<file path="src/mfu_pkg.sv">
// Shared types and constants for the motor feedback unwrap block.
package mfu_pkg;

    localparam int MOTORS_DEFAULT = 8;
    localparam int ENCODER_COUNTS = 8192;

    localparam logic [10:0] FEEDBACK_FIRST = 11'h201;
    localparam logic [10:0] FEEDBACK_BASE  = 11'h200;

    localparam int IN_DATA_W  = 80;
    localparam int OUT_DATA_W = 80;

    typedef enum logic {
        KIND_FEEDBACK = 1'b0,
        KIND_RESET    = 1'b1
    } kind_t;

    typedef struct packed {
        logic [15:0]        angle;
        logic signed [31:0] position;
        logic [15:0]        speed;
        logic [15:0]        current;
        logic [7:0]         temp;
    } motor_rec_t;

    typedef struct packed {
        kind_t       kind;
        logic [15:0] angle;
        logic [15:0] speed;
        logic [15:0] current;
        logic [7:0]  temp;
    } frame_t;

endpackage

</file>
<file path="src/motor_feedback_unwrap_core.sv">
// Top level: motor feedback decoder with per-motor multi-turn position memory.
// One item is accepted per clock when the result side keeps up; each item gives
// exactly one result, which passes through the update stage and the output
// register, and a stalled result side holds the update stage and with it the
// input. The per-motor state lives in a memory with a registered read, so the
// motor's record is read as the item is accepted, and the update stage then
// updates it, writes it back and loads the output register. A result written
// back in the same cycle that the next item reads that motor is forwarded, so
// consecutive frames for one motor need no bubble. Reset takes effect at once
// through one valid bit per motor; a motor never written reads as all zeros.
module motor_feedback_unwrap_core
#(
    parameter int MOTORS = mfu_pkg::MOTORS_DEFAULT
)
(
    input  logic                            clk,
    input  logic                            rst_n,
    input  logic                            s_tvalid,
    output logic                            s_tready,
    // can_id[10:0], payload[74:11], motor_index[77:75], zero[79:78]
    input  logic [mfu_pkg::IN_DATA_W-1:0]   s_tdata,
    // kind[0]
    input  logic                            s_tuser,
    output logic                            m_tvalid,
    input  logic                            m_tready,
    // motor_number[2:0], position_count[34:3], speed_rpm[50:35],
    // torque_current[66:51], temperature[74:67], zero[79:75]
    output logic [mfu_pkg::OUT_DATA_W-1:0]  m_tdata,
    // accepted[0]
    output logic                            m_tuser
);

    localparam int IDX_W = (MOTORS > 1) ? $clog2(MOTORS) : 1;
    localparam logic [3:0]  MOTORS_4 = 4'(MOTORS);
    localparam logic [10:0] FEEDBACK_LAST = 11'(mfu_pkg::FEEDBACK_BASE + 11'(MOTORS));

    // input decode
    logic [10:0]        in_can_id;
    logic [63:0]        in_payload;
    logic [2:0]         in_motor_index;
    mfu_pkg::frame_t    in_frame;
    logic [10:0]        in_offset;
    logic               in_hit;
    logic [2:0]         in_motor;
    logic [IDX_W-1:0]   in_addr;
    logic               accept;

    // stage 1
    logic               s1_valid_reg, s1_valid_next;
    logic               s1_hit_reg;
    logic [2:0]         s1_motor_reg;
    logic [IDX_W-1:0]   s1_addr_reg;
    mfu_pkg::frame_t    s1_frame_reg;
    logic               s1_advance;

    // memory and forwarding
    mfu_pkg::motor_rec_t state_mem [MOTORS];
    mfu_pkg::motor_rec_t rd_data_reg;
    logic                rd_valid_reg;
    logic [MOTORS-1:0]   valid_reg, valid_next;
    logic                fwd_hit_reg, fwd_hit_next;
    mfu_pkg::motor_rec_t fwd_data_reg;
    mfu_pkg::motor_rec_t cur_rec;
    mfu_pkg::motor_rec_t new_rec;
    logic                wr_en;

    // output register
    logic                          m_valid_reg, m_valid_next;
    logic [mfu_pkg::OUT_DATA_W-1:0] m_data_reg, m_data_next;
    logic                          m_user_reg, m_user_next;

    assign in_can_id      = s_tdata[10:0];
    assign in_payload     = s_tdata[74:11];
    assign in_motor_index = s_tdata[77:75];

    always_comb
    begin
        in_frame.kind    = mfu_pkg::kind_t'(s_tuser);
        in_frame.angle   = in_payload[63:48];
        in_frame.speed   = in_payload[47:32];
        in_frame.current = in_payload[31:16];
        in_frame.temp    = in_payload[15:8];
        in_offset        = in_can_id - mfu_pkg::FEEDBACK_FIRST;
        case (in_frame.kind)
            mfu_pkg::KIND_RESET:
            begin
                in_hit   = ({1'b0, in_motor_index} < MOTORS_4);
                in_motor = in_motor_index;
            end
            mfu_pkg::KIND_FEEDBACK:
            begin
                in_hit   = (in_can_id >= mfu_pkg::FEEDBACK_FIRST) &&
                           (in_can_id <= FEEDBACK_LAST);
                in_motor = in_hit ? in_offset[2:0] : 3'd0;
            end
            default:
            begin
                in_hit   = 1'b0;
                in_motor = 3'd0;
            end
        endcase
        in_addr = in_motor[IDX_W-1:0];
    end

    assign s1_advance = !m_valid_reg || m_tready;
    assign s_tready   = !s1_valid_reg || s1_advance;
    assign accept     = s_tvalid && s_tready;
    assign wr_en      = s1_valid_reg && s1_hit_reg && s1_advance;

    always_comb
    begin
        if (accept)
        begin
            s1_valid_next = 1'b1;
        end
        else if (s1_advance)
        begin
            s1_valid_next = 1'b0;
        end
        else
        begin
            s1_valid_next = s1_valid_reg;
        end
    end

    always_comb
    begin
        valid_next = valid_reg;
        if (wr_en)
        begin
            valid_next[s1_addr_reg] = 1'b1;
        end
        // hold the forwarded record for as long as its item waits in stage 1
        if (accept)
        begin
            fwd_hit_next = wr_en && (s1_addr_reg == in_addr);
        end
        else if (s1_advance)
        begin
            fwd_hit_next = 1'b0;
        end
        else
        begin
            fwd_hit_next = fwd_hit_reg;
        end
    end

    always_comb
    begin
        if (fwd_hit_reg)
        begin
            cur_rec = fwd_data_reg;
        end
        else if (rd_valid_reg)
        begin
            cur_rec = rd_data_reg;
        end
        else
        begin
            cur_rec = '0;
        end
    end

    mfu_update u_update
    (
        .frame   (s1_frame_reg),
        .rec_in  (cur_rec),
        .rec_out (new_rec)
    );

    always_comb
    begin
        if (s1_valid_reg && s1_advance)
        begin
            m_valid_next = 1'b1;
        end
        else if (m_tready)
        begin
            m_valid_next = 1'b0;
        end
        else
        begin
            m_valid_next = m_valid_reg;
        end
        m_user_next = s1_hit_reg;
        m_data_next = '0;
        m_data_next[2:0] = s1_motor_reg;
        if (s1_hit_reg)
        begin
            m_data_next[34:3]  = new_rec.position;
            m_data_next[50:35] = new_rec.speed;
            m_data_next[66:51] = new_rec.current;
            m_data_next[74:67] = new_rec.temp;
        end
    end

    always_ff @(posedge clk or negedge rst_n)
    begin
        if (!rst_n)
        begin
            s1_valid_reg <= 1'b0;
            valid_reg    <= '0;
            fwd_hit_reg  <= 1'b0;
            m_valid_reg  <= 1'b0;
        end
        else
        begin
            s1_valid_reg <= s1_valid_next;
            valid_reg    <= valid_next;
            fwd_hit_reg  <= fwd_hit_next;
            m_valid_reg  <= m_valid_next;
        end
    end

    always_ff @(posedge clk)
    begin
        if (accept)
        begin
            s1_hit_reg   <= in_hit;
            s1_motor_reg <= in_motor;
            s1_addr_reg  <= in_addr;
            s1_frame_reg <= in_frame;
            rd_data_reg  <= state_mem[in_addr];
            rd_valid_reg <= valid_reg[in_addr];
            fwd_data_reg <= new_rec;
        end
        if (wr_en)
        begin
            state_mem[s1_addr_reg] <= new_rec;
        end
        if (s1_valid_reg && s1_advance)
        begin
            m_data_reg <= m_data_next;
            m_user_reg <= m_user_next;
        end
    end

    assign m_tvalid = m_valid_reg;
    assign m_tdata  = m_data_reg;
    assign m_tuser  = m_user_reg;

    a_fwd_needs_item: assert property (@(posedge clk) disable iff (!rst_n)
        fwd_hit_reg |-> s1_valid_reg)
        else $error("forwarded record without an item in the update stage");

    a_result_follows: assert property (@(posedge clk) disable iff (!rst_n)
        (s1_valid_reg && s1_advance) |=> m_tvalid)
        else $error("item left the update stage without a result");

    a_miss_zero: assert property (@(posedge clk) disable iff (!rst_n)
        (m_tvalid && !m_tuser) |-> (m_tdata[79:3] == '0))
        else $error("rejected item carries nonzero state fields");

    a_valid_sticky: assert property (@(posedge clk) disable iff (!rst_n)
        s1_valid_reg |=> (($past(valid_reg) & ~valid_reg) == '0))
        else $error("motor valid bit cleared outside reset");

endmodule

</file>
<file path="src/mfu_update.sv">
// Per-motor record update: angle unwrap, saturating position, field refresh; a reset frame clears only the position.
module mfu_update
(
    input  mfu_pkg::frame_t     frame,
    input  mfu_pkg::motor_rec_t rec_in,
    output mfu_pkg::motor_rec_t rec_out
);

    localparam logic signed [17:0] HALF   = 18'(mfu_pkg::ENCODER_COUNTS / 2);
    localparam logic signed [17:0] COUNTS = 18'(mfu_pkg::ENCODER_COUNTS);

    logic signed [17:0] diff;
    logic signed [17:0] delta;
    logic signed [33:0] sum;
    logic signed [31:0] sat;

    always_comb
    begin
        diff = $signed({2'b00, frame.angle}) - $signed({2'b00, rec_in.angle});
        if (diff < -HALF)
        begin
            delta = diff + COUNTS;
        end
        else if (diff > HALF)
        begin
            delta = diff - COUNTS;
        end
        else
        begin
            delta = diff;
        end
        sum = {{2{rec_in.position[31]}}, rec_in.position} + {{16{delta[17]}}, delta};
        if ((sum[33:31] == 3'b000) || (sum[33:31] == 3'b111))
        begin
            sat = sum[31:0];
        end
        else if (sum[33])
        begin
            sat = {1'b1, {31{1'b0}}};
        end
        else
        begin
            sat = {1'b0, {31{1'b1}}};
        end
    end

    always_comb
    begin
        rec_out = rec_in;
        case (frame.kind)
            mfu_pkg::KIND_RESET:
            begin
                rec_out.position = '0;
            end
            mfu_pkg::KIND_FEEDBACK:
            begin
                rec_out.angle    = frame.angle;
                rec_out.position = sat;
                rec_out.speed    = frame.speed;
                rec_out.current  = frame.current;
                rec_out.temp     = frame.temp;
            end
            default:
            begin
                rec_out = rec_in;
            end
        endcase
    end

endmodule
</file>
<file path="config.mk">
export PLATFORM = sky130hd
export DESIGN_NAME = motor_feedback_unwrap_core
export DESIGN_NICKNAME = d
export VERILOG_FILES = /design/src/mfu_pkg.sv /design/src/motor_feedback_unwrap_core.sv /design/src/mfu_update.sv
export SDC_FILE = /design/constraint.sdc
export NUM_CORES = 1
export LEC_CHECK = 0
export ABC_CLOCK_PERIOD_IN_PS = 17800
export BUFFER_PORTS_ARGS = -buffer_cell sky130_fd_sc_hd__buf_2
export CAP_MARGIN = 20
export CORE_MARGIN = 5
export CORE_UTILIZATION = 32
export CTS_CLUSTER_SIZE = 16
export DETAILED_ROUTE_END_ITERATION = 10
export HOLD_SLACK_MARGIN = 0.1
export PLACE_DENSITY = 0.45
export SLEW_MARGIN = 25
export SYNTH_ARGS = -nofsm -noshare
export SYNTH_HDL_FRONTEND = slang
export SYNTH_HIERARCHICAL = 1
export SYNTH_SLANG_ARGS = --single-unit
</file>
<file path="constraint.sdc">
create_clock -name clk -period 17.8 [get_ports clk]
set_input_delay 1.78 -clock clk [delete_from_list [all_inputs] [get_ports clk]]
set_output_delay 1.78 -clock clk [all_outputs]
set_load 0.01 [all_outputs]
</file>
==> metrics.txt <==
Hold WC Path Type=reg2reg; Worst EP arrival=9.17 ns; capture point of the worst reg-to-reg path=m_tdata[22]; RSZ-0062 raised after global routing=no; Chip Width=374.8 um; GRT Total Usage=14.82%; cell depth of the worst min-delay path=1; clk_skew=0.02100 ns; layout cells sized above 1=22.92%; Hold Crit Start=valid_reg[3]; worst slew pin tran=1.144 ns; max_slew headroom=23.74%; TritonCTS Sinks=1029; DR DRC count=0; post-synthesis compound-gate area fraction=8.305%; Mapped Area=~43000 sq um; RePlAce Congestion=0.7723; final setup fails=0; htree depth=3; Worst setup SP type=flop; Worst R2R Start=fwd_hit_reg; initial antenna violation count=6; area of the die=140400 sq um; Post-synth EDFFs=roughly 1000; Root Driver=clkbuf_16; Final Cycle Share=between 40% and 50%; CP endpoint kind=flop; Area growth syn-to-layout=14.55%; Final Routed Wirelength=~110000 um; DR vias=22660; max reg flops=roughly 700; critical path required time=18.24 ns; synth warn=6; Pleak=16.48 nW; vias in the first global route=23660; Iter 0 DRT Violations=about 1400; Final Hold Slack=~0.46 ns; status=finished, final reports clean; setup TNS=0 ns; largest family of logic cells by synthesized area=multiplexers; worst r2r path cells=26; Post-CTS Hold Fix Bufs=0; die span in y=between 300 and 400 um; most frequent cells in the layout=1018 x edfxtp_1, 175 x mux2i_1, 152 x buf_2; Initial DRT Pass Iterations=6; commonest non-fill, non-tap cell in the layout=edfxtp_1; total of max-cap violations=0; Slew Viols, Final=0; Routed wire per std cell=23.73 um; fin nets=between 2000 and 3000; Layout fillers=12290; Post-synth ARST share=1.069%; largest net degree at the start of global routing=169; core area=131800 sq um; CP Max Fanout=48; final hold violations=0; Worst Hold End=valid_reg[3]; IO Pins=168; internal reg-to-reg setup slack=9.07 ns; total gr overflow=0; Initial Util=32.30%; Worst IR Drop VDD=79.92 uV; # port buffers=roughly 150; Pwr Density=approximately 130 nW/um^2; first-pass GRT wire length=157900 um; clk slew on worst S/H paths=0.06 ns; area of placed instances=45290 sq um; postcts setup bufs=0; area share of fa/ha/maj cells after synthesis=1.740%; simple-gate portion of the synthesized area=approximately 3.6%; post-route cell area=between 40000 and 50000 sq um; critical path class=reg2reg; count of unique library cells instantiated by Yosys=87; Bufs on Longest Clock Path=3; DP HPWL=about 57000 um; mux cell area share after synthesis=a little over a tenth; CTS tree=built; sequential-to-total area share from yosys stat=72.45%; Power Total=0.006105 W; ANT nets after route=0; Synth Area in XOR/XNOR=0.9081%; # rows=133; Worst-Skew Late Latency=~0.7 ns; post-synthesis area per instance=17.17 sq um; fmax=114.5 MHz; Period minus WS final=8.731 ns; Synth Register Bits=1029; Top FF cell, synth=edfxtp_1; CTS buffer count=110; detail-routed via count per cell=5.042; CTS resizes=0; Synth Instances=2479
[synth_stat cells (17+ instances only)]
| cell type | n | area share, % |
|---|---|---|
| edfxtp_1 | 1018 | 72 |
| mux2i_1 | 175 | 4.1 |
| mux2_2 | 147 | 3.9 |
| a221oi_1 | 89 | 1.8 |
| o22ai_1 | 89 | 1.3 |
| a22o_1 | 87 | 1.8 |
| mux2_4 | 80 | 2.8 |
| and2_1 | 79 | 1.2 |
| a21oi_1 | 76 | 0.89 |
| clkbuf_1 | 70 | 0.62 |
| nand2_1 | 59 | 0.52 |
| ha_1 | 56 | 1.6 |
| inv_1 | 44 | 0.39 |
| nor2_1 | 38 | 0.34 |
| o21ai_0 | 32 | 0.38 |
| buf_2 | 29 | 0.34 |
| xnor2_1 | 24 | 0.49 |
| xor2_1 | 17 | 0.35 |
[worst max-delay path, stage by stage, from the launching register on]
cell and delay, ns:
dfrtp_4 0.95, buf_4 0.68, a22o_1 0.28, inv_1 0.05, ha_1 0.47, nand4_1 0.21
nor3_1 0.22, a21bo_2 0.25, a31oi_1 0.18, xor2_1 0.37, inv_1 0.15, ha_1 0.26
and2_1 0.18, a21boi_1 0.31, a21oi_1 0.13, xnor2_1 0.33, ha_1 0.36, a21oi_1 0.15
o21ai_1 0.14, a21o_1 0.21, a21oi_1 0.16, o21ai_2 0.13, a31oi_1 0.41, o31ai_1 0.22
xnor2_4 0.73, a41oi_1 0.54, and2_1 0.34
[through the flow]
step / instances / setup slack [ns] / utilization (%)
after global placement: 4293 / 8.993 / 34.37
final: 4494 / 9.069 / 37.00
after detailed placement: 4293 / 8.873 / 34.37
after global routing: 4491 / 8.384 / 37.00
after floorplan: 2483 / 3.611 / -
after CTS: 4490 / 8.826 / 36.97
[area by class of cell]
type	instances	area (sq um)	area share, %
clock inverter	52	496.7	1.019
sequential	1029	30850	63.26
inverter	47	192.7	0.3951
tap	1755	2196	4.503
clock buffer	145	2934	6.016
multi-input combinational	1269	10980	22.52
timing repair buffer	194	1109	2.273
antenna	3	7.507	0.01539
[layer usage]
layer / vias to the layer above / GRT usage (%) / part of all wire, %
li1: 10260 / - / -
met1: 11730 / 20.87 / 47
met2: 511 / 24.00 / 47
met3: 161 / 2.240 / 4.1
met4: 2 / 3.999 / 2.3
met5: - / 0 / 0.0066
[where the power goes]
group | leakage (nW) | internal [W] | total, W | switching, W
registers | 9.59 | 0.00294 | 0.00298 | 0.0000424
logic | 5.24 | 0.000312 | 0.000942 | 0.000630
clock network | 1.66 | 0.00123 | 0.00218 | 0.000945
[worst max path at each step]
stage / cells after the start / end / slack [ns] / from
floorplan: 2 / fwd_data_reg[0] / 3.61 / m_tready
global placement: 26 / m_tdata[33] / 8.99 / fwd_hit_reg
detailed placement: 26 / m_tdata[33] / 8.87 / fwd_hit_reg
CTS: 26 / m_tdata[33] / 8.83 / fwd_hit_reg
global route: 25 / m_tdata[22] / 8.38 / fwd_hit_reg
finish: 26 / m_tdata[22] / 9.07 / fwd_hit_reg
[cell families (layout without fill, tap and decap cells)]
logic type | Yosys count | count (layout)
AOI/OAI and AO/OA | 479 | 479
adders and majority gates | 58 | 58
DFF | 1029 | 1029
buffers and inverters | 185 | 438
other | 1 | 8
xor gates and xnor gates | 42 | 42
muxes | 405 | 405
and+or+nand+nor | 280 | 280
Note: power is estimated with default switching activity, not from simulation.
